## src/hw/rtl/spa_pkg.sv

```systemverilog
// Shared types and constants for the sparse polynomial adder.
package spa_pkg;

    localparam int MAX_TERMS  = 32;
    localparam int COEFF_BITS = 16;
    localparam int POWER_BITS = 8;
    localparam int SUM_BITS   = COEFF_BITS + 1;
    localparam int IDX_W      = $clog2(MAX_TERMS + 1);
    localparam int ADDR_W     = (MAX_TERMS > 1) ? $clog2(MAX_TERMS) : 1;

    typedef enum logic [1:0] {
        FUNC_LOAD_A = 2'd0,
        FUNC_LOAD_B = 2'd1,
        FUNC_START  = 2'd2
    } t_func;

    typedef struct packed {
        logic [1:0]                   func;
        logic signed [COEFF_BITS-1:0] coeff_in;
        logic [POWER_BITS-1:0]        power_in;
    } t_in_item;

    typedef struct packed {
        logic signed [SUM_BITS-1:0] coeff_out;
        logic [POWER_BITS-1:0]      power_out;
        logic                       empty_result;
        logic                       last_term;
    } t_out_item;

    typedef struct packed {
        logic signed [COEFF_BITS-1:0] coeff;
        logic [POWER_BITS-1:0]        power;
    } t_term;

    typedef struct packed {
        logic load_a;
        logic load_b;
        logic step;
    } t_ctrl_cmd;

    typedef struct packed {
        logic out_free;
        logic last;
    } t_dp_stat;

endpackage

```

## src/hw/rtl/spa_ctrl.sv

```systemverilog
// Controller: accepts load and start beats, sequences the merge.
module spa_ctrl (
    input  logic              i_clk,
    input  logic              i_rst_n,
    input  logic              i_in_valid,
    output logic              o_in_ready,
    input  logic [1:0]        i_func,
    input  spa_pkg::t_dp_stat i_stat,
    output spa_pkg::t_ctrl_cmd o_cmd
);
    import spa_pkg::*;

    typedef enum logic [1:0] {
        ST_IDLE  = 2'b01,
        ST_MERGE = 2'b10
    } t_state;

    t_state r_state, n_state;
    logic   in_fire;

    always_comb begin
        o_in_ready   = (r_state == ST_IDLE);
        in_fire      = i_in_valid && o_in_ready;
        o_cmd.load_a = in_fire && (i_func == FUNC_LOAD_A);
        o_cmd.load_b = in_fire && (i_func == FUNC_LOAD_B);
        o_cmd.step   = (r_state == ST_MERGE) && i_stat.out_free;
        n_state      = r_state;
        case (r_state)
            ST_IDLE: begin
                if (in_fire && (i_func == FUNC_START)) n_state = ST_MERGE;
            end
            ST_MERGE: begin
                if (o_cmd.step && i_stat.last) n_state = ST_IDLE;
            end
            default: n_state = ST_IDLE;
        endcase
    end

    always_ff @(posedge i_clk) begin
        if (!i_rst_n) begin
            r_state <= ST_IDLE;
        end else begin
            r_state <= n_state;
        end
    end

endmodule

```

## src/hw/rtl/spa_dp.sv

```systemverilog
// Datapath: term stores, counts, merge pointers, adder and output register.
module spa_dp (
    input  logic                i_clk,
    input  logic                i_rst_n,
    input  spa_pkg::t_in_item   i_in_data,
    input  spa_pkg::t_ctrl_cmd  i_cmd,
    output spa_pkg::t_dp_stat   o_stat,
    output logic                o_out_valid,
    input  logic                i_out_ready,
    output spa_pkg::t_out_item  o_out_data
);
    import spa_pkg::*;

    t_term mem_a [MAX_TERMS];
    t_term mem_b [MAX_TERMS];

    t_term r_rd_a, r_rd_b;
    logic [IDX_W-1:0] r_cnt_a, r_cnt_b, n_cnt_a, n_cnt_b;
    logic [IDX_W-1:0] r_idx_a, r_idx_b, n_idx_a, n_idx_b;
    logic [IDX_W-1:0] adv_a, adv_b;
    logic             r_out_valid;
    t_out_item        r_out;
    t_term            wr_term;

    logic a_left, b_left, take_a, take_b, both_empty, last;
    logic signed [SUM_BITS-1:0] ext_a, ext_b;

    always_comb begin
        wr_term.coeff = i_in_data.coeff_in;
        wr_term.power = i_in_data.power_in;

        a_left     = r_idx_a < r_cnt_a;
        b_left     = r_idx_b < r_cnt_b;
        both_empty = (r_cnt_a == '0) && (r_cnt_b == '0);
        take_a     = a_left && (!b_left || (r_rd_a.power >= r_rd_b.power));
        take_b     = b_left && (!a_left || (r_rd_b.power >= r_rd_a.power));
        adv_a      = r_idx_a + IDX_W'(take_a);
        adv_b      = r_idx_b + IDX_W'(take_b);
        last       = both_empty || ((adv_a == r_cnt_a) && (adv_b == r_cnt_b));
        ext_a      = take_a ? SUM_BITS'(r_rd_a.coeff) : '0;
        ext_b      = take_b ? SUM_BITS'(r_rd_b.coeff) : '0;

        n_cnt_a = r_cnt_a;
        n_cnt_b = r_cnt_b;
        n_idx_a = r_idx_a;
        n_idx_b = r_idx_b;
        if (i_cmd.load_a && (r_cnt_a < IDX_W'(MAX_TERMS))) n_cnt_a = r_cnt_a + 1'b1;
        if (i_cmd.load_b && (r_cnt_b < IDX_W'(MAX_TERMS))) n_cnt_b = r_cnt_b + 1'b1;
        if (i_cmd.step) begin
            if (last) begin
                // merge done: clear counts and rewind pointers
                n_cnt_a = '0;
                n_cnt_b = '0;
                n_idx_a = '0;
                n_idx_b = '0;
            end else begin
                n_idx_a = adv_a;
                n_idx_b = adv_b;
            end
        end

        o_stat.out_free = !r_out_valid || i_out_ready;
        o_stat.last     = last;
    end

    // Stores: write at the fill count, read ahead at the next pointer value
    always_ff @(posedge i_clk) begin
        if (i_cmd.load_a && (r_cnt_a < IDX_W'(MAX_TERMS)))
            mem_a[r_cnt_a[ADDR_W-1:0]] <= wr_term;
        if (i_cmd.load_b && (r_cnt_b < IDX_W'(MAX_TERMS)))
            mem_b[r_cnt_b[ADDR_W-1:0]] <= wr_term;
        r_rd_a <= mem_a[n_idx_a[ADDR_W-1:0]];
        r_rd_b <= mem_b[n_idx_b[ADDR_W-1:0]];
    end

    always_ff @(posedge i_clk) begin
        if (!i_rst_n) begin
            r_cnt_a     <= '0;
            r_cnt_b     <= '0;
            r_idx_a     <= '0;
            r_idx_b     <= '0;
            r_out_valid <= 1'b0;
        end else begin
            r_cnt_a <= n_cnt_a;
            r_cnt_b <= n_cnt_b;
            r_idx_a <= n_idx_a;
            r_idx_b <= n_idx_b;
            if (i_cmd.step) begin
                r_out_valid <= 1'b1;
            end else if (i_out_ready) begin
                r_out_valid <= 1'b0;
            end
        end
    end

    always_ff @(posedge i_clk) begin
        if (i_cmd.step) begin
            r_out.coeff_out    <= both_empty ? '0 : (ext_a + ext_b);
            r_out.power_out    <= (both_empty || !take_a) ?
                                  (both_empty ? '0 : r_rd_b.power) : r_rd_a.power;
            r_out.empty_result <= both_empty;
            r_out.last_term    <= last;
        end
    end

    assign o_out_valid = r_out_valid;
    assign o_out_data  = r_out;

endmodule

```

## src/hw/rtl/sparse_polynomial_add.sv

```systemverilog
// Top level of the sparse polynomial adder.
// Load beats (func 0 into store A, func 1 into store B) append one term each; up to
// 32 terms per store are kept and further loads are dropped. A start beat (func 2)
// runs a two-pointer merge on descending power that emits one result beat per cycle
// while the output register is free, as fast as the two store read ports deliver the
// next terms; a merge of na and nb terms emits between max(na, nb) and na + nb beats,
// and an empty merge emits a single beat marked empty_result. Input is not taken during
// a merge; the output register lets loads for the next merge flow while the last result waits.
module sparse_polynomial_add (
    input  logic               i_clk,
    input  logic               i_rst_n,
    input  logic               i_in_valid,
    output logic               o_in_ready,
    input  spa_pkg::t_in_item  i_in_data,
    output logic               o_out_valid,
    input  logic               i_out_ready,
    output spa_pkg::t_out_item o_out_data
);
    import spa_pkg::*;

    t_ctrl_cmd cmd;
    t_dp_stat  stat;

    spa_ctrl u_ctrl (
        .i_clk      (i_clk),
        .i_rst_n    (i_rst_n),
        .i_in_valid (i_in_valid),
        .o_in_ready (o_in_ready),
        .i_func     (i_in_data.func),
        .i_stat     (stat),
        .o_cmd      (cmd)
    );

    spa_dp u_dp (
        .i_clk       (i_clk),
        .i_rst_n     (i_rst_n),
        .i_in_data   (i_in_data),
        .i_cmd       (cmd),
        .o_stat      (stat),
        .o_out_valid (o_out_valid),
        .i_out_ready (i_out_ready),
        .o_out_data  (o_out_data)
    );

endmodule

```

## config.mk

```make
export PLATFORM = sky130hd
export DESIGN_NAME = sparse_polynomial_add
export DESIGN_NICKNAME = d
export VERILOG_FILES = /design/src/hw/rtl/spa_pkg.sv /design/src/hw/rtl/spa_ctrl.sv /design/src/hw/rtl/spa_dp.sv /design/src/hw/rtl/sparse_polynomial_add.sv
export SDC_FILE = /design/constraint.sdc
export NUM_CORES = 2
export LEC_CHECK = 0
export BUFFER_PORTS_ARGS = -buffer_cell sky130_fd_sc_hd__buf_2
export CAP_MARGIN = 20
export CORE_MARGIN = 2
export CORE_UTILIZATION = 45
export CTS_CLUSTER_DIAMETER = 100
export DETAILED_ROUTE_END_ITERATION = 16
export RECOVER_POWER = 100
export SYNTH_ARGS = -nofsm -noshare
export SYNTH_HDL_FRONTEND = slang
export SYNTH_SLANG_ARGS = --single-unit
```

## constraint.sdc

```tcl
create_clock -name i_clk -period 5.3 [get_ports i_clk]
set_input_delay 0.795 -clock i_clk [delete_from_list [all_inputs] [get_ports i_clk]]
set_output_delay 0.795 -clock i_clk [all_outputs]
set_load 0.02 [all_outputs]
```

Yosys cells after proc, flatten, opt, wreduce, memory -nomap -nowiden:

Memories as Yosys holds them, arrays and structs flattened. A register that Yosys moved wholly into a read port is not among the register bits.
Index checks and enable logic that the tools add are counted.

* bits in registers: 54
* word-level logic and storage cells: 82
* memories: 2
* output and inout port bits: 29
* memory bits (writable): 1536

Memories
* u_dp.mem_a: depth 32, width 24, rd ports 1, clocked after Yosys merged registers in 1, write ports 1, RTL line spa_dp.sv:14 `t_term mem_a [MAX_TERMS];`
* u_dp.mem_b: depth 32, width 24, rd ports 1, clocked after Yosys merged registers in 1, write ports 1, RTL line spa_dp.sv:15 `t_term mem_b [MAX_TERMS];`

* reductions and logical operators: 26
* mux-type cells: 23
* magnitude comparators: 6
* add/subtract/negate cells: 5
* equal/unequal tests: 8

Operators by type and width (number)
* $mux W6: 8
* $mux W17: 2
* $add A17 B17 Y17: 1
* $ge A8 B8 Y1: 2
* $mux W8: 2
* $add A6 B1 Y6: 2
* $add A6 B1 Y6 const B: 2
* $eq A6 B6 Y1: 2
* $logic_and A1 B1 Y1: 12
* $logic_not A6 Y1: 2
* $lt A6 B6 Y1: 2
* $lt A6 B6 Y1 const B: 2
* $mux W5: 2
* $mux W1: 6
* $logic_or A1 B1 Y1: 5
* $eq A2 B1 Y1 const B: 2
* $eq A2 B2 Y1 const B: 2
* $logic_not A1 Y1: 4
* $mux W2: 2
* $pmux W2 S2: 1
* $logic_not A2 Y1: 1
* $ne A2 B1 Y1 const B: 1
* $ne A2 B2 Y1 const B: 1
* $reduce_and A2 Y1: 1
* $reduce_bool A2 Y1: 1

Depth between registers and ports, before layout:

* word-level depth: 11
* mapped depth: 29
* depth with buffers taken out: 25

Cells and area by module:

A second synthesis with hierarchy kept.

* cells, all modules: 4014
* area total of the unflattened synthesis: 63778.7 um2

By module, submodules not included
* spa_dp: area each 63659.8 um2, times used 1, cells each 4001, sequential area each 48396.4 um2
* spa_ctrl: area each 118.9 um2, times used 1, cells each 13, sequential area each 40.0 um2

Worst setup path before layout:

OpenSTA, ideal clock, no wires.

* kind: flip-flop to flip-flop
* start point: reg u_dp.r_rd_b[1] (netlist name)
* end point: reg u_dp.r_rd_b[15] (netlist name)
* path slack: -0.038 ns
* path buffers: 5
* cell stages (with the launch flop): 28
* setup time: 0.135 ns
* data arrival time: 5.202 ns
* cell sequence: dfxtp_1 -> inv_1 -> ha_1 -> nor2b_1 -> o21a_1 -> o21a_1 -> o21a_1 -> o21a_1 -> o21a_1 -> o21ai_0 -> a211oi_1 -> nor2b_1 -> clkbuf_1 -> ha_1 -> ha_1 -> clkbuf_1 -> nand3_1 -> xnor2_1 -> o2111ai_1 -> a2111oi_4 -> buf_6 -> nand2_1 -> nand2_1 -> clkbuf_1 -> clkbuf_1 -> a211oi_1 -> nor4_1 -> a22oi_1

* cells in the longest elaborated chain, start to end: 9

Ends and longest elaborated chain
* $ge A8 B8 Y1, on equally long branches: RTL line spa_dp.sv:35, spa_dp.sv:36
* $logic_or A1 B1 Y1, on equally long branches: RTL line spa_dp.sv:35, spa_dp.sv:36
* $logic_and A1 B1 Y1, on equally long branches: RTL line spa_dp.sv:35, spa_dp.sv:36
* $add A6 B1 Y6, on equally long branches: RTL line spa_dp.sv:37, spa_dp.sv:38
* $eq A6 B6 Y1: RTL line spa_dp.sv:39 `last = both_empty || ((adv_a == r_cnt_a) && (adv_b == r_cnt_b));`
* $logic_and A1 B1 Y1: RTL line spa_dp.sv:39
* $logic_or A1 B1 Y1: RTL line spa_dp.sv:39
* $mux W6 (*): RTL line spa_dp.sv:50 `if (last) begin`
* $mux W5 (*): RTL line spa_dp.sv:49 `if (i_cmd.step) begin`

Mark *: on every way between the ends. The rest lies on a longest branch, timed or not.
A chain may end at the register's enable or synchronous reset.

Final worst setup path:

* start point: reg u_dp.r_rd_b[1] (netlist name)
* end point: reg u_dp.r_rd_a[1] (netlist name)

* cells in the longest elaborated chain, start to end: 9

Ends and longest elaborated chain (RTL line)
* $ge A8 B8 Y1, on equally long branches: spa_dp.sv:35, spa_dp.sv:36
* $logic_or A1 B1 Y1, on equally long branches: spa_dp.sv:35, spa_dp.sv:36
* $logic_and A1 B1 Y1, on equally long branches: spa_dp.sv:35, spa_dp.sv:36
* $add A6 B1 Y6, on equally long branches: spa_dp.sv:37, spa_dp.sv:38
* $eq A6 B6 Y1: spa_dp.sv:39
* $logic_and A1 B1 Y1: spa_dp.sv:39
* $logic_or A1 B1 Y1: spa_dp.sv:39
* $mux W6 (*): spa_dp.sv:50
* $mux W5 (*): spa_dp.sv:49

Marked as above.

==> impl_results.md <==
- Failing checks: max-capacitance violations, max-slew violations, negative setup slack
- # H-tree levels: 4
- Reg2reg setup slack: -0.21 ns
- Fin Hold WS: ~0.31 ns
- PwrDens: 329.2 mW/mm^2
- Full die area: 0.1435 sq mm
- Synthesized instance count: 4163
- Via count: a little over 40000
- Cell taking the most area after synthesis: edfxtp_1
- GPL Wtd Cong: 0.8641
- Ranking of synthesized cells by area: edfxtp_1, mux2i_1, nand2_1
- Post-synthesis async set-or-reset flop share: 0%
- Critical Path Start Type: register
- CTS max path bufs: 3
- TritonRoute pass-1 iters: 5
- Post-route setup slack: -0.2094 ns
- Worst EP arrival: a little over 6 ns
- Commonest cells after routing, fill and taps aside: edfxtp_1, nand2_1, buf_4
- Fin Clk Skew: about 0.021 ns
- Core box area: 0.1395 sq mm
- Starting Density: 45.32%
- Seq/Total Area, Yosys: ~77%
- Layout area overhead: 27.34%
- FP Rows: between 100 and 150
- Worst setup EP type: register
- Post-synth EDFFs: 1563
- Placed Cells: 6301
- Die Wd: 378.9 microns
- Layout Cells excl Fill: 6778
- Final worst path period share: 104.0%
- Vias in the first global route: 38689
- HPWL Detailed: about 110000 microns
- Worst-margin pin slew: 3.961 ns
- Critical Path Most Common Cell: o21a_1
- Max Clk Rate: between 150 and 200 MHz
- Max Slew Vio Count: 2296
- Commonest non-fill, non-tap cell in the layout: edfxtp_1
- Worst R2R Path Depth: 29
- Final Hold Fails: 0
- Die Y: 378.9 microns
- Setup CP Type: register to register
- CP Launch Point: u_dp.r_rd_b[1]$_DFF_P_
- Unique cell type count in the Yosys netlist: 68
- CTS clk-pin slew, worst paths: 0.06 ns
- Clock root cell: clkbuf_16
- DRC viols: 0
- Reg2reg start: u_dp.r_rd_b[1]$_DFF_P_
- WL final: a little under 200000 microns
- Sink Count: 1638
- Final setup viols: 45
- Slowest cell on the critical path: a2111o_1
- Reg2reg end: u_dp.r_rd_a[1]$_DFF_P_
- CP required: 5.88 ns
- Synth warnings: 0
- Routed WL per cell: 28.84 microns
- Max incr delay on CP: 0.49 ns
- Initial antenna violation count: 11
- Iteration-0 DRC Markers: 5144
- Layout cells sized above 1: 26.93%
- Max-cap check violation count: 57
- Top FF cell, synth: edfxtp_1
- Vias/cell: 6.035
- Tot Pwr: 26.51 mW
- Maximum VDD drop: 0.3316 mV
- Synthesized Nets: 4240
- Worst Path Max Fanout: 5
- RSZ-0062 raised after global routing: true
- CTS tree: done
- Hold_buf cts: 0
- Antenna-violating nets left: 0
- Post-route setup TNS: -4.417 ns
- Worst hold path class: input pin to register
- Post-Synthesis Cell Area: about 0.063 sq mm
- Critical Path End: u_dp.r_rd_a[1]$_DFF_P_
- Status: complete, but fails checks
- Syn Area/Cell: between 15 and 20 sq um
- Post-synth top area share: 74.22%
- Leakage power: ~26 nW
- Post-layout nets: ~4800
- GRT Total Usage: about a quarter
- Slew HR: -164.1%
- Flop and latch count out of synthesis: 1638
- Crit path time final: 5.509 ns
- CTS Buf Count: between 150 and 200
- Fill cells: 10648
- IO Pins: 59
- First-pass GRT wire length: 272400 microns
- Clock Latency Late Sink: ~0.81 ns
- Largest net degree at the start of global routing: 65
- Gr ovfl total: 0
- Port Buffers: 58
-- kinds of logic (layout without fill, tap and decap cells) --
kind of cell,after synthesis,after routing,synth area share [%]
mux,193,193,3.057
xor+xnor,32,32,0.4432
buf+inv,305,1040,1.990
simple gates,1075,1075,7.477
compound gates,873,873,9.495
other cells,0,4,0
fa+ha+maj,47,47,0.9418
flops,1638,1638,76.60
-- sequential cells by signal, indices dropped and copies added, names as in the netlist, 2 cells and up --
name	count
u_dp.mem_a	768
u_ctrl.r_state	2
u_dp.r_cnt_a	6
u_dp.r_rd_b	24
u_dp.mem_b	768
u_dp.r_idx_a	6
u_dp.r_cnt_b	6
u_dp.r_rd_a	24
u_dp.r_idx_b	6
u_dp.o_out_data	27
-- critical path: cells and delay by family (launching register included) --
family	cells	cell delay (ns)
simple gates	4	0.60
buf+inv	7	0.96
compound gates	14	2.58
fa+ha+maj	3	0.69
xor+xnor	1	0.14
flops	1	0.32
-- repair_timing --
action / CTS / global route
cloned: 24 / 19
gates resized for setup: 367 / 354
hold endpoints to repair: 0 / 0
endpoints found under the setup margin: 48 / 52
setup buffers: 107 / 61
pin swaps: 137 / 176
-- routing by layer --
layer	GRT usage, %	up-vias	routed length (microns)
li1	-	17599	-
met1	37.80	20916	80230
met2	40.34	2066	90210
met3	5.582	318	19260
met4	8.071	8	5729
met5	0	-	61
-- where the power goes --
group / leakage, nW / total, mW / internal, mW / switching, mW
Sequential: 14.7 / 14.2 / 14.2 / 0.0196
Clock: 2.64 / 11.7 / 6.74 / 4.98
Combinational: 8.64 / 0.545 / 0.125 / 0.420
-- Yosys cell counts (4+ instances only) --
library cell and instances:
buf_2 73, a211o_1 25, a31oi_1 74, xor2_1 11
a22oi_1 23, a221oi_1 23, a21oi_1 123, o211ai_1 26
o221ai_1 50, nor4_1 26, nor2_1 224, clkinv_1 4
ha_1 46, nor3_1 45, dfxtp_1 75, edfxtp_1 1563
clkbuf_1 170, xnor2_1 21, a211oi_1 142, o21ai_0 25
nand2_1 459, nand2b_1 9, o21a_1 9, mux2i_1 192
buf_1 24, o31ai_1 10, and3_1 8, o22ai_1 261
a2111oi_0 48, nand4_1 30, and2_1 42, a21o_1 4
nand3_1 202, or3_1 5, nor2b_1 12, inv_1 30
o31a_1 4
-- worst min-delay path by stage --
stage                                         startpoint                              to  cells after the start
after global placement    u_ctrl.r_state[1]$_SDFFE_PN0P_   u_dp.o_out_valid$_SDFFE_PN0P_                      2
after global routing                       i_in_data[25]  u_ctrl.r_state[1]$_SDFFE_PN0P_                      3
after detailed placement  u_ctrl.r_state[1]$_SDFFE_PN0P_   u_dp.o_out_valid$_SDFFE_PN0P_                      2
after floorplan           u_ctrl.r_state[1]$_SDFFE_PN0P_   u_dp.o_out_valid$_SDFFE_PN0P_                      2
after CTS                                  i_in_data[13]    u_dp.mem_a[11][13]$_DFFE_PP_                      1
final                                        i_out_ready   u_dp.o_out_valid$_SDFFE_PN0P_                      3
-- metrics by stage --
step	setup WS (ns)	utilization, %	instance area, sq um
3_3_place_gp	-0.9726	49.84	69540
2_1_floorplan	0.08945	-	63240
6_report	-0.2094	57.71	80530
4_1_cts	-0.09545	56.17	78380
5_1_grt	-0.4006	57.71	80520
3_5_place_dp	-1.028	49.89	69620
-- layout make-up --
class,instances,area (sq um),share of cell area (%)
inverters,35,131.4,0.1631
multi-input cells,2220,16930,21.02
diodes,4,10.01,0.01243
clock inverters,91,972.2,1.207
repair buffers,700,7251,9.004
clock buffers,214,4447,5.522
flip-flops and latches,1638,48440,60.16
well taps,1876,2347,2.915
Power figures use the tool's default switching activity.
